$ cat src/owbm_pkg.sv
// ----------------------------------------------------------------------------
// owbm_pkg: shared definitions for the one-wire bus master
// Phase and request codes, register indexes, reset values and the item and
// register-file types that pass between the front and back parts.
// ----------------------------------------------------------------------------
package owbm_pkg;

    // Fixed widths of the stream fields
    localparam int BYTE_BITS     = 8;
    localparam int BIT_POS_W     = $clog2(BYTE_BITS);
    localparam int REQ_W         = 3;
    localparam int CFG_COUNT     = 8;
    localparam int CFG_INDEX_W   = $clog2(CFG_COUNT);
    localparam int CFG_WIDTH     = 10;
    localparam int PHASE_W       = 3;
    localparam int TIMER_WIDTH_DEF = 10;

    // Request queue between front and back
    localparam int QUEUE_DEPTH   = 4;
    localparam int QUEUE_PTR_W   = $clog2(QUEUE_DEPTH);
    localparam int QUEUE_CNT_W   = QUEUE_PTR_W + 1;

    // Stream packing widths
    localparam int S_TDATA_W     = 16;
    localparam int S_TUSER_W     = 4;
    localparam int M_TDATA_W     = 16;

    // Sequencer phases
    localparam logic [PHASE_W-1:0] PH_IDLE      = 3'd0;
    localparam logic [PHASE_W-1:0] PH_RST_LOW   = 3'd1;
    localparam logic [PHASE_W-1:0] PH_RST_WAIT  = 3'd2;
    localparam logic [PHASE_W-1:0] PH_RST_REC   = 3'd3;
    localparam logic [PHASE_W-1:0] PH_SLOT_LOW  = 3'd4;
    localparam logic [PHASE_W-1:0] PH_SLOT_WAIT = 3'd5;
    localparam logic [PHASE_W-1:0] PH_SLOT_REC  = 3'd6;

    // Request kinds
    localparam logic [REQ_W-1:0] OP_RESET = 3'd0;
    localparam logic [REQ_W-1:0] OP_WBYTE = 3'd1;
    localparam logic [REQ_W-1:0] OP_RBYTE = 3'd2;
    localparam logic [REQ_W-1:0] OP_WBIT  = 3'd3;
    localparam logic [REQ_W-1:0] OP_RBIT  = 3'd4;

    // Register indexes
    localparam logic [CFG_INDEX_W-1:0] CFG_RESET_LOW     = 3'd0;
    localparam logic [CFG_INDEX_W-1:0] CFG_PRESENCE_WAIT = 3'd1;
    localparam logic [CFG_INDEX_W-1:0] CFG_RESET_RECOVER = 3'd2;
    localparam logic [CFG_INDEX_W-1:0] CFG_WRITE_ONE_LOW = 3'd3;
    localparam logic [CFG_INDEX_W-1:0] CFG_WRITE_ZERO_LOW = 3'd4;
    localparam logic [CFG_INDEX_W-1:0] CFG_SLOT_RECOVER  = 3'd5;
    localparam logic [CFG_INDEX_W-1:0] CFG_READ_LOW      = 3'd6;
    localparam logic [CFG_INDEX_W-1:0] CFG_READ_SAMPLE   = 3'd7;

    typedef logic [CFG_COUNT-1:0][CFG_WIDTH-1:0] cfg_array_t;

    // Register values after reset, highest index first
    localparam cfg_array_t CFG_RESET_VALUES = {
        10'd12, 10'd10, 10'd60, 10'd90, 10'd10, 10'd500, 10'd40, 10'd500
    };

    // One classified tick as it travels through the queue
    typedef struct packed {
        logic                  start;
        logic [REQ_W-1:0]      req_type;
        logic [BYTE_BITS-1:0]  write_data;
        logic                  line_level;
    } tick_item_t;

    // One result as it waits in the output register
    typedef struct packed {
        logic                  drive_low;
        logic                  busy_res;
        logic                  done_res;
        logic                  presence;
        logic [BYTE_BITS-1:0]  read_data;
    } tick_result_t;

    function automatic logic is_read_op(input logic [REQ_W-1:0] op);
        return (op == OP_RBYTE) || (op == OP_RBIT);
    endfunction

endpackage

$ cat src/one_wire_bus_master.sv
// ----------------------------------------------------------------------------
// one_wire_bus_master: one-wire bus master sequenced by tick requests
// Front part queues ticks, back part runs the reset and bit-slot timing.
// ----------------------------------------------------------------------------
// Usage:
//   Each request on the s_ channel is one bus tick: the sampled line level and
//   optionally a command (reset/presence, write byte, read byte, write bit,
//   read bit). Every request yields exactly one result on the m_ channel with
//   the line drive, busy, presence and last read value; tlast marks the tick
//   on which a command finishes. Commands offered while busy are dropped.
//   Slot timings are tick counts written on the cfg_ channel; the user must
//   write them only while idle, the block does not enforce it. Throughput is
//   one tick per cycle while the receiver does not stall; one step per tick.
//   A four-entry queue parts intake from the sequencer and an output register
//   holds the result; when the receiver stalls the queue fills and s_tready
//   falls once it is full. Reset returns the sequencer to idle, clears
//   presence and read data and loads the default timings; no clearing pass.
// ----------------------------------------------------------------------------
module one_wire_bus_master
    import owbm_pkg::*;
#(
    parameter int TIMER_WIDTH = TIMER_WIDTH_DEF
)
(
    input  logic                   clk,
    input  logic                   rst_n,
    input  logic                   s_tvalid,
    output logic                   s_tready,
    input  logic [S_TDATA_W-1:0]   s_tdata,   // write_data[7:0], line_level[8], zeros
    input  logic [S_TUSER_W-1:0]   s_tuser,   // cmd_valid[0], req_type[3:1]
    output logic                   m_tvalid,
    input  logic                   m_tready,
    output logic [M_TDATA_W-1:0]   m_tdata,   // drive_low[0], busy_res[1],
                                              // presence[2], read_data[10:3], zeros
    output logic                   m_tlast,   // done_res
    input  logic                   cfg_valid,
    output logic                   cfg_ready,
    input  logic [CFG_INDEX_W-1:0] cfg_index,
    input  logic [CFG_WIDTH-1:0]   cfg_data
);

    logic         q_valid;
    logic         q_ready;
    tick_item_t   q_item;
    tick_result_t res;

    // Intake and queue
    owbm_front u_front
    (
        .clk      (clk),
        .rst_n    (rst_n),
        .s_tvalid (s_tvalid),
        .s_tready (s_tready),
        .s_tdata  (s_tdata),
        .s_tuser  (s_tuser),
        .q_valid  (q_valid),
        .q_ready  (q_ready),
        .q_item   (q_item)
    );

    // Slot sequencer
    owbm_back #(
        .TIMER_WIDTH (TIMER_WIDTH)
    ) u_back
    (
        .clk       (clk),
        .rst_n     (rst_n),
        .q_valid   (q_valid),
        .q_ready   (q_ready),
        .q_item    (q_item),
        .cfg_valid (cfg_valid),
        .cfg_ready (cfg_ready),
        .cfg_index (cfg_index),
        .cfg_data  (cfg_data),
        .res_valid (m_tvalid),
        .res_ready (m_tready),
        .res       (res)
    );

    // Pack the result
    assign m_tdata = {
        (M_TDATA_W - BYTE_BITS - 3)'(0),
        res.read_data,
        res.presence,
        res.busy_res,
        res.drive_low
    };
    assign m_tlast = res.done_res;

endmodule

$ cat src/owbm_front.sv
// ----------------------------------------------------------------------------
// owbm_front: tick intake and request queue
// Unpacks each incoming tick, flags a valid command and holds the ticks in a
// short queue so that intake and sequencer stall independently.
// ----------------------------------------------------------------------------
module owbm_front
    import owbm_pkg::*;
(
    input  logic                 clk,
    input  logic                 rst_n,
    input  logic                 s_tvalid,
    output logic                 s_tready,
    input  logic [S_TDATA_W-1:0] s_tdata,
    input  logic [S_TUSER_W-1:0] s_tuser,
    output logic                 q_valid,
    input  logic                 q_ready,
    output tick_item_t           q_item
);

    tick_item_t                 entry_reg [QUEUE_DEPTH];
    logic [QUEUE_PTR_W-1:0]     wr_ptr_reg, wr_ptr_next;
    logic [QUEUE_PTR_W-1:0]     rd_ptr_reg, rd_ptr_next;
    logic [QUEUE_CNT_W-1:0]     count_reg, count_next;
    tick_item_t                 in_item;
    logic                       push;
    logic                       pop;

    // Classify the incoming tick: only known request kinds may start work
    always_comb
    begin
        in_item.req_type   = s_tuser[REQ_W:1];
        in_item.start      = s_tuser[0] && (s_tuser[REQ_W:1] <= OP_RBIT);
        in_item.write_data = s_tdata[BYTE_BITS-1:0];
        in_item.line_level = s_tdata[BYTE_BITS];
    end

    assign s_tready = (count_reg != QUEUE_CNT_W'(QUEUE_DEPTH));
    assign q_valid  = (count_reg != '0);
    assign q_item   = entry_reg[rd_ptr_reg];
    assign push     = s_tvalid && s_tready;
    assign pop      = q_valid && q_ready;

    // Advance pointers and occupancy
    always_comb
    begin
        wr_ptr_next = push ? wr_ptr_reg + 1'b1 : wr_ptr_reg;
        rd_ptr_next = pop  ? rd_ptr_reg + 1'b1 : rd_ptr_reg;
        count_next  = count_reg;
        if (push && !pop)
        begin
            count_next = count_reg + 1'b1;
        end
        else if (pop && !push)
        begin
            count_next = count_reg - 1'b1;
        end
    end

    always_ff @(posedge clk or negedge rst_n)
    begin
        if (!rst_n)
        begin
            wr_ptr_reg <= '0;
            rd_ptr_reg <= '0;
            count_reg  <= '0;
        end
        else
        begin
            wr_ptr_reg <= wr_ptr_next;
            rd_ptr_reg <= rd_ptr_next;
            count_reg  <= count_next;
        end
    end

    // Store the tick payload
    always_ff @(posedge clk)
    begin
        if (push)
        begin
            entry_reg[wr_ptr_reg] <= in_item;
        end
    end

endmodule

$ cat src/owbm_back.sv
// ----------------------------------------------------------------------------
// owbm_back: slot sequencer, timing registers and result register
// Steps the reset and read/write slot phases by one tick per queued item and
// places each tick's result in an output register.
// ----------------------------------------------------------------------------
module owbm_back
    import owbm_pkg::*;
#(
    parameter int TIMER_WIDTH = TIMER_WIDTH_DEF
)
(
    input  logic                   clk,
    input  logic                   rst_n,
    input  logic                   q_valid,
    output logic                   q_ready,
    input  tick_item_t             q_item,
    input  logic                   cfg_valid,
    output logic                   cfg_ready,
    input  logic [CFG_INDEX_W-1:0] cfg_index,
    input  logic [CFG_WIDTH-1:0]   cfg_data,
    output logic                   res_valid,
    input  logic                   res_ready,
    output tick_result_t           res
);

    cfg_array_t               cfg_reg;
    logic [PHASE_W-1:0]       phase_reg, phase_next;
    logic [TIMER_WIDTH-1:0]   tick_reg, tick_next;
    logic [BIT_POS_W-1:0]     bitpos_reg, bitpos_next;
    logic [REQ_W-1:0]         op_reg, op_next;
    logic [BYTE_BITS-1:0]     shift_reg, shift_next;
    logic                     pres_reg, pres_next;
    logic [BYTE_BITS-1:0]     last_read_reg, last_read_next;
    logic                     out_valid_reg;
    tick_result_t             out_reg, out_next;
    logic                     take;
    logic [CFG_WIDTH-1:0]     lim_sel;
    logic [TIMER_WIDTH-1:0]   lim;
    logic [TIMER_WIDTH-1:0]   tick_inc;

    assign cfg_ready = 1'b1;
    assign q_ready   = !out_valid_reg || res_ready;
    assign take      = q_valid && q_ready;
    assign res_valid = out_valid_reg;
    assign res       = out_reg;

    // Timing registers
    always_ff @(posedge clk or negedge rst_n)
    begin
        if (!rst_n)
        begin
            cfg_reg <= CFG_RESET_VALUES;
        end
        else if (cfg_valid)
        begin
            cfg_reg[cfg_index] <= cfg_data;
        end
    end

    // Step the sequencer by one tick
    always_comb
    begin
        phase_next     = phase_reg;
        tick_next      = tick_reg;
        bitpos_next    = bitpos_reg;
        op_next        = op_reg;
        shift_next     = shift_reg;
        pres_next      = pres_reg;
        last_read_next = last_read_reg;
        out_next       = '0;
        lim_sel        = cfg_reg[CFG_SLOT_RECOVER];
        lim            = '0;
        tick_inc       = '0;

        // Start a command only from idle
        if (phase_reg == PH_IDLE && q_item.start)
        begin
            op_next     = q_item.req_type;
            bitpos_next = '0;
            tick_next   = '0;
            shift_next  = is_read_op(q_item.req_type) ? '0 : q_item.write_data;
            phase_next  = (q_item.req_type == OP_RESET) ? PH_RST_LOW : PH_SLOT_LOW;
        end

        // Pick the length of the current phase
        unique case (phase_next)
            PH_RST_LOW:   lim_sel = cfg_reg[CFG_RESET_LOW];
            PH_RST_WAIT:  lim_sel = cfg_reg[CFG_PRESENCE_WAIT];
            PH_RST_REC:   lim_sel = cfg_reg[CFG_RESET_RECOVER];
            PH_SLOT_LOW:
            begin
                if (is_read_op(op_next))
                begin
                    lim_sel = cfg_reg[CFG_READ_LOW];
                end
                else if (shift_next[bitpos_next])
                begin
                    lim_sel = cfg_reg[CFG_WRITE_ONE_LOW];
                end
                else
                begin
                    lim_sel = cfg_reg[CFG_WRITE_ZERO_LOW];
                end
            end
            PH_SLOT_WAIT: lim_sel = cfg_reg[CFG_READ_SAMPLE];
            default:      lim_sel = cfg_reg[CFG_SLOT_RECOVER];
        endcase
        lim = TIMER_WIDTH'(lim_sel);
        if (lim == '0)
        begin
            lim = TIMER_WIDTH'(1);
        end

        if (phase_next != PH_IDLE)
        begin
            out_next.busy_res  = 1'b1;
            out_next.drive_low = (phase_next == PH_RST_LOW) || (phase_next == PH_SLOT_LOW);
            tick_inc           = tick_next + 1'b1;
            tick_next          = tick_inc;
            if (tick_inc >= lim)
            begin
                tick_next = '0;
                unique case (phase_next)
                    PH_RST_LOW:
                    begin
                        phase_next = PH_RST_WAIT;
                    end
                    PH_RST_WAIT:
                    begin
                        pres_next  = !q_item.line_level;
                        phase_next = PH_RST_REC;
                    end
                    PH_RST_REC:
                    begin
                        phase_next        = PH_IDLE;
                        out_next.done_res = 1'b1;
                    end
                    PH_SLOT_LOW:
                    begin
                        phase_next = is_read_op(op_next) ? PH_SLOT_WAIT : PH_SLOT_REC;
                    end
                    PH_SLOT_WAIT:
                    begin
                        if (q_item.line_level)
                        begin
                            shift_next[bitpos_next] = 1'b1;
                        end
                        phase_next = PH_SLOT_REC;
                    end
                    PH_SLOT_REC:
                    begin
                        if ((op_next == OP_WBYTE || op_next == OP_RBYTE) &&
                            bitpos_next != BIT_POS_W'(BYTE_BITS - 1))
                        begin
                            bitpos_next = bitpos_next + 1'b1;
                            phase_next  = PH_SLOT_LOW;
                        end
                        else
                        begin
                            if (is_read_op(op_next))
                            begin
                                last_read_next = shift_next;
                            end
                            phase_next        = PH_IDLE;
                            out_next.done_res = 1'b1;
                        end
                    end
                    default:
                    begin
                        phase_next = PH_IDLE;
                    end
                endcase
            end
        end

        out_next.presence  = pres_next;
        out_next.read_data = last_read_next;
    end

    // Hold sequencer state; advance only when a tick is taken
    always_ff @(posedge clk or negedge rst_n)
    begin
        if (!rst_n)
        begin
            phase_reg     <= PH_IDLE;
            tick_reg      <= '0;
            bitpos_reg    <= '0;
            op_reg        <= OP_RESET;
            shift_reg     <= '0;
            pres_reg      <= 1'b0;
            last_read_reg <= '0;
            out_valid_reg <= 1'b0;
        end
        else
        begin
            if (take)
            begin
                phase_reg     <= phase_next;
                tick_reg      <= tick_next;
                bitpos_reg    <= bitpos_next;
                op_reg        <= op_next;
                shift_reg     <= shift_next;
                pres_reg      <= pres_next;
                last_read_reg <= last_read_next;
                out_valid_reg <= 1'b1;
            end
            else if (res_ready)
            begin
                out_valid_reg <= 1'b0;
            end
        end
    end

    // Result payload
    always_ff @(posedge clk)
    begin
        if (take)
        begin
            out_reg <= out_next;
        end
    end

    // Idle sequencer has a cleared phase timer
    assert property (@(posedge clk) disable iff (!rst_n)
        (phase_reg == PH_IDLE) |-> (tick_reg == '0))
        else $error("tick timer not cleared while idle");

    // Bit position moves only for byte requests
    assert property (@(posedge clk) disable iff (!rst_n)
        (bitpos_reg != '0) |-> (op_reg == OP_WBYTE || op_reg == OP_RBYTE))
        else $error("bit position moved on a non-byte request");

    // A tick taken while idle without a command reports not busy
    assert property (@(posedge clk) disable iff (!rst_n)
        (take && phase_reg == PH_IDLE && !q_item.start) |=> !out_reg.busy_res)
        else $error("busy reported without a command");

    // Line drive and completion only while a command runs
    assert property (@(posedge clk) disable iff (!rst_n)
        (out_valid_reg && (out_reg.drive_low || out_reg.done_res)) |-> out_reg.busy_res)
        else $error("drive or done outside a command");

endmodule

$ cat config.mk
export PLATFORM = sky130hd
export DESIGN_NAME = one_wire_bus_master
export DESIGN_NICKNAME = d
export VERILOG_FILES = /design/src/owbm_pkg.sv /design/src/one_wire_bus_master.sv /design/src/owbm_front.sv /design/src/owbm_back.sv
export SDC_FILE = /design/constraint.sdc
export NUM_CORES = 1
export LEC_CHECK = 0
export ABC_AREA = 1
export BUFFER_PORTS_ARGS = -buffer_cell sky130_fd_sc_hd__buf_2
export CORE_ASPECT_RATIO = 2
export CORE_MARGIN = 2
export CORE_UTILIZATION = 34
export CTS_BUF_LIST = sky130_fd_sc_hd__clkbuf_2 sky130_fd_sc_hd__clkbuf_4 sky130_fd_sc_hd__clkbuf_8
export DETAILED_ROUTE_END_ITERATION = 8
export PLACE_DENSITY = 0.61
export REMOVE_ABC_BUFFERS = 1
export SYNTH_ARGS = -nofsm -noshare
export SYNTH_HDL_FRONTEND = slang
export SYNTH_HIERARCHICAL = 1
export SYNTH_SLANG_ARGS = --single-unit
$ cat constraint.sdc
create_clock -name clk -period 5.9 [get_ports clk]
set_input_delay 1.18 -clock clk [delete_from_list [all_inputs] [get_ports clk]]
set_output_delay 1.18 -clock clk [all_outputs]
set_load 0.005 [all_outputs]
Word-level counts from Yosys, hierarchy flattened
Memory sizes are Yosys's and may differ from the RTL's.
Cells that the tools add are included.
{ "word_totals": {"reg_bits": 136, "ram_bits": 52, "input_bits": 38, "output_inout_bits": 20, "elab_cells": 128, "n_memories": 1} }
{ "classes": {"n_addsub": 6, "order_cmp": 6, "eq_ne": 13, "n_mux": 51, "n_bitwise": 1, "reduce_logical": 26} }
{ "mem_list": {"columns": ["memory", "depth", "word_bits", "rd", "rd_clocked_by_memory_dff", "wr", "line_no", "source"], "rows": [
  ["u_front.entry_reg", 4, 13, 1, 0, 1, "owbm_front.sv:20", "tick_item_t entry_reg [QUEUE_DEPTH];"]
]} }
{ "op_table": {"columns": ["op", "count"], "rows": [
  ["2-to-1 mux 8 bit", 11],
  ["bitwise mux 80 bit", 1],
  ["2-to-1 mux 10 bit", 7],
  ["one-hot mux 10 bit (5 select lines)", 1],
  ["2-to-1 mux 3 bit", 13],
  ["demux 10 bit (select 3 bit)", 1],
  ["equality test 3 bit, second input constant", 5],
  ["one-hot mux 3 bit (5 select lines)", 1],
  ["equality test 3 x 2 -> 1 bit, second input constant", 4],
  ["2-to-1 mux 1 bit", 11],
  ["adder 10 x 1 -> 10 bit, second input constant", 1],
  [">= comparator 10 bit", 1],
  ["zero test 10 bit", 1],
  ["logical AND 1 bit", 9],
  ["< comparator 3 x 4 -> 1 bit, second input constant", 2],
  ["OR 8 bit", 1],
  ["adder 3 x 1 -> 3 bit, second input constant", 2],
  ["equality test 3 x 1 -> 1 bit, second input constant", 2],
  [">= comparator 3 x 1 -> 1 bit, second input constant", 2],
  ["zero test 3 bit", 2],
  ["inequality test 3 bit, second input constant", 2],
  ["nonzero test 3 bit", 2],
  ["logical OR 1 bit", 5],
  ["adder 2 x 1 -> 2 bit, second input constant", 2],
  ["9 further kinds", 14]
]} }

Logic depth before layout (Yosys ltp)
An unclocked memory read counts as a cell.
{ "depth": {"ltp_word": 15, "mapped_depth": 37, "depth_no_buf": 34} }

Cells and area by module
Netlist, hierarchy kept.
{ "modules_own_cells": {"columns": ["mod", "n_inst", "cells_per_inst", "area_each_um2", "seq_area_each_um2"], "rows": [
  ["owbm_back", 1, 830, 6680.2, 3323.2],
  ["owbm_front", 1, 212, 2553.7, 1736.7],
  ["one_wire_bus_master", 1, 6, 41.3, 0.0]
]} }

Worst setup path after synthesis
Ideal clock, no wire load.
{ "synth_path": {"path_kind": "register to register", "startpoint": "register u_front.rd_ptr_reg[0]", "endpoint": "register u_back.out_reg (netlist bit u_back/res[5]) (data pin)", "setup_ns": 0.264, "arrival_ns": 3.798, "t_required_ns": 5.636, "slack_ns": 1.839, "stages_incl_launch_ff": 31, "path_buffers": 2, "synth_period_minus_slack_ns": 4.061, "cell_sequence": "dfrtp_1 > inv_2 > buf_6 > o211ai_1 > nand2_1 > inv_1 > nor2_1 > nand2_2 > o21ai_1 > inv_1 > o21ai_2 > nand2_2 > inv_1 > a21oi_1 > nand2_1 > nand2_1 > nand2_1 > nor2_1 > nand3_1 > nand2_1 > ha_1 > nand2_1 > nor4_1 > nand3_1 > nand4_1 > nand2_1 > inv_2 > nand4_2 > buf_2 > nand2_1 > o21ai_2"} }
{ "synth_rtl": {"columns": ["item", "line_no", "source"], "rows": [
  ["start: declaration", "owbm_front.sv:22", "logic [QUEUE_PTR_W-1:0] rd_ptr_reg, rd_ptr_next;"],
  ["start signal: assignment", "owbm_front.sv:70", "rd_ptr_reg <= rd_ptr_next;"],
  ["end signal: assignment", "owbm_back.sv:219", "out_reg <= out_next;"],
  ["end: declaration", "owbm_back.sv:35", "tick_result_t out_reg, out_next;"]
]} }

==> metrics.txt <==
crit start category flip-flop; CP peak stage delay between 700 and 800 ps; final setup margin 899 ps; drt pass-1 iters 5; Core Region ~0.027 mm²; post-cts resize count 0; Initial Utilization between 30% and 40%; Final Max Slew Viols 0; Leak around 4.7 nW; input/output buffers 44; # DRC 0; FFs w/ async S/R, synth about two thirds; Pwr per Cell Area 538 mW/mm²; final core occ between 30 and 40%; critical path peak fanout 19; Routed WL 20.3 mm; CTS Buf Count 17; Worst Max-Slew Pin Slew slightly below 700 ps; Final Cycle Share a little over four fifths; Fin. Hold Viols 0; initial antenna violation count 1; DRT iter0 DRCs roughly 350; largest net degree at the start of global routing 52; CTS tree done; Syn. warnings 6; endpoints failing setup 0; Bufs on Longest Clock Path 2; CP Data Required Time 6120 ps; part of the Yosys area used for sequential elements between 50% and 60%; Synth Register Bits roughly 190; skew final roughly 14 ps; commonest non-fill, non-tap cell in the layout nand2_1; slowest stage cell, crit path dfrtp_1; Final min period ~5000 ps; Layout area overhead 10.2%; via count of the first global-routing pass 6766; H-tree Lvls 4; Core Rows 85; NumNets Final 1145; Routed Antenna Nets 0; synthesized area per cell 8.85 µm²; outcome complete, no violations; worst hold path class flip-flop to flip-flop; CTS Hold Bufs 0; Synth Instances around 1000; max_cap viols 0; TNS Setup 0 ps; first-pass GRT wire length 33.6 mm; Main synth FF type dfrtp_1; die footprint 0.0287 mm²; Clock Root Buffer clkbuf_8; vias per cell between 4 and 5; CP startpoint u_front/rd_ptr_reg[1]; WL per Instance around 14 µm; placer congestion estimate about 0.86; GRT overflow 0; RSZ-0062 raised after global routing false; worst skew pair latency 480 ps; hold_sp u_back/tick_reg[0]; Crit. End Element flip-flop; Largest register FFs 80; dpl hpwl approximately 15 mm; Synth Cell Area roughly 0.0093 mm²; width of the chip 121 µm; WS Path Type flip-flop to flip-flop; # IOs slightly below 60; vias 6936; Most Frequent Cell on Critical Path nand2_1; layout cells sized above 1 ~15%; # Post-CTS Setup Buffers 0; Clock Sinks between 150 and 200; reg2reg start u_front/rd_ptr_reg[1]; Arr. time, crit path approximately 5200 ps; Yosys cell types 47; filler cell count about 2700; Global Route Usage Sum between 10% and 20%; EDFF count, synth 64; fmax 0.200 GHz; Die H between 200 and 250 µm; clk slew on worst S/H paths around 100 ps; Setup WS pre-CTS between 800 and 900 ps; most frequent cells in the layout 291 x nand2_1, 119 x inv_1, 96 x dfrtp_1, 94 x o21ai_0, 70 x nor2_1; Rel. slew slack 54.2%; VDD IR max roughly 0.18 mV
==> logic make-up after synthesis <==
group	share of synthesized area, %
xor+xnor	0.661
buf+inv	7.96
fa+ha+maj	2.64
simple gates	21.2
flops	54.6
compound gates	12.9
other cells	0.0810
==> cell usage after synthesis (all sizes together) (4+ instances only) <==
| cell type | n | area (µm²) |
|---|---|---|
| inv | 126 | 473 |
| o21ai | 109 | 561 |
| o211ai | 30 | 235 |
| xor2 | 4 | 35.0 |
| ha | 18 | 225 |
| nand2 | 299 | 1150 |
| dfrtp | 96 | 2400 |
| nand4 | 15 | 100 |
| clkbuf | 25 | 93.8 |
| nor2 | 76 | 324 |
| edfxtp | 64 | 1920 |
| nand3b | 4 | 30.0 |
| a21oi | 30 | 154 |
| or2 | 9 | 56.3 |
| a31oi | 10 | 62.6 |
| nand3 | 46 | 265 |
| dfstp | 28 | 736 |
| nor3 | 6 | 30.0 |
| a22oi | 17 | 128 |
| buf | 18 | 160 |
==> power breakdown <==
group          switching [W]  internal (W)
sequential          0.000196       0.00177
clock               0.000468      0.000383
combinational        0.00180      0.000882
==> routing by layer <==
layer,track usage (%),part of all wire (%),vias up
met5,0,0,-
met4,7.22,3.5,0
met3,2.23,3.0,34
met2,27.5,54,129
met1,16.5,40,3251
li1,-,-,3522
==> worst paths after layout <==
check | endpoint | slack [ps] | cells past startpoint
setup / recovery | u_back/res[2] | 900 | 28
hold / removal | u_back/tick_reg[0] | 480 | 2
setup reg to reg | u_back/res[2] | 900 | 28
hold reg to reg | u_back/tick_reg[0] | 480 | 2
max in group asynchronous | u_back/cfg_reg[1] | 4270 | 2
min in group asynchronous | u_back/last_read_reg[1] | 620 | 1
==> final cells by class <==
type | instances | area [µm²] | area share [%]
antenna | 1 | 2.50 | 0.0245
clock buffer | 17 | 234 | 2.29
clock inverter | 15 | 161 | 1.58
inverter | 129 | 484 | 4.74
multi-input combinational | 692 | 3500 | 34.2
sequential | 188 | 5060 | 49.5
tap | 348 | 435 | 4.26
timing repair buffer | 60 | 343 | 3.36
==> critical path, delay by kind of cell, from the launching register on <==
family                   cells  cell delay [ps]
adder cells (fa/ha/maj)      1              270
AND/OR/NAND/NOR             17             2020
flip-flops                   1              760
AO/OA/AOI/OAI                5              950
buffers and inverters        5              730
==> per-stage QoR <==
stage                     area [µm²]  power, W  hold slack [ps]  std cells
after global placement          9820   0.00463              458       1417
after detailed placement        9820   0.00470              465       1417
final                          10200   0.00550              485       1450
after CTS                      10200   0.00556              490       1449
after floorplan                 9040   0.00386              444       1009
after global routing           10200   0.00600              501       1450
Power figures use the tool's default switching activity.
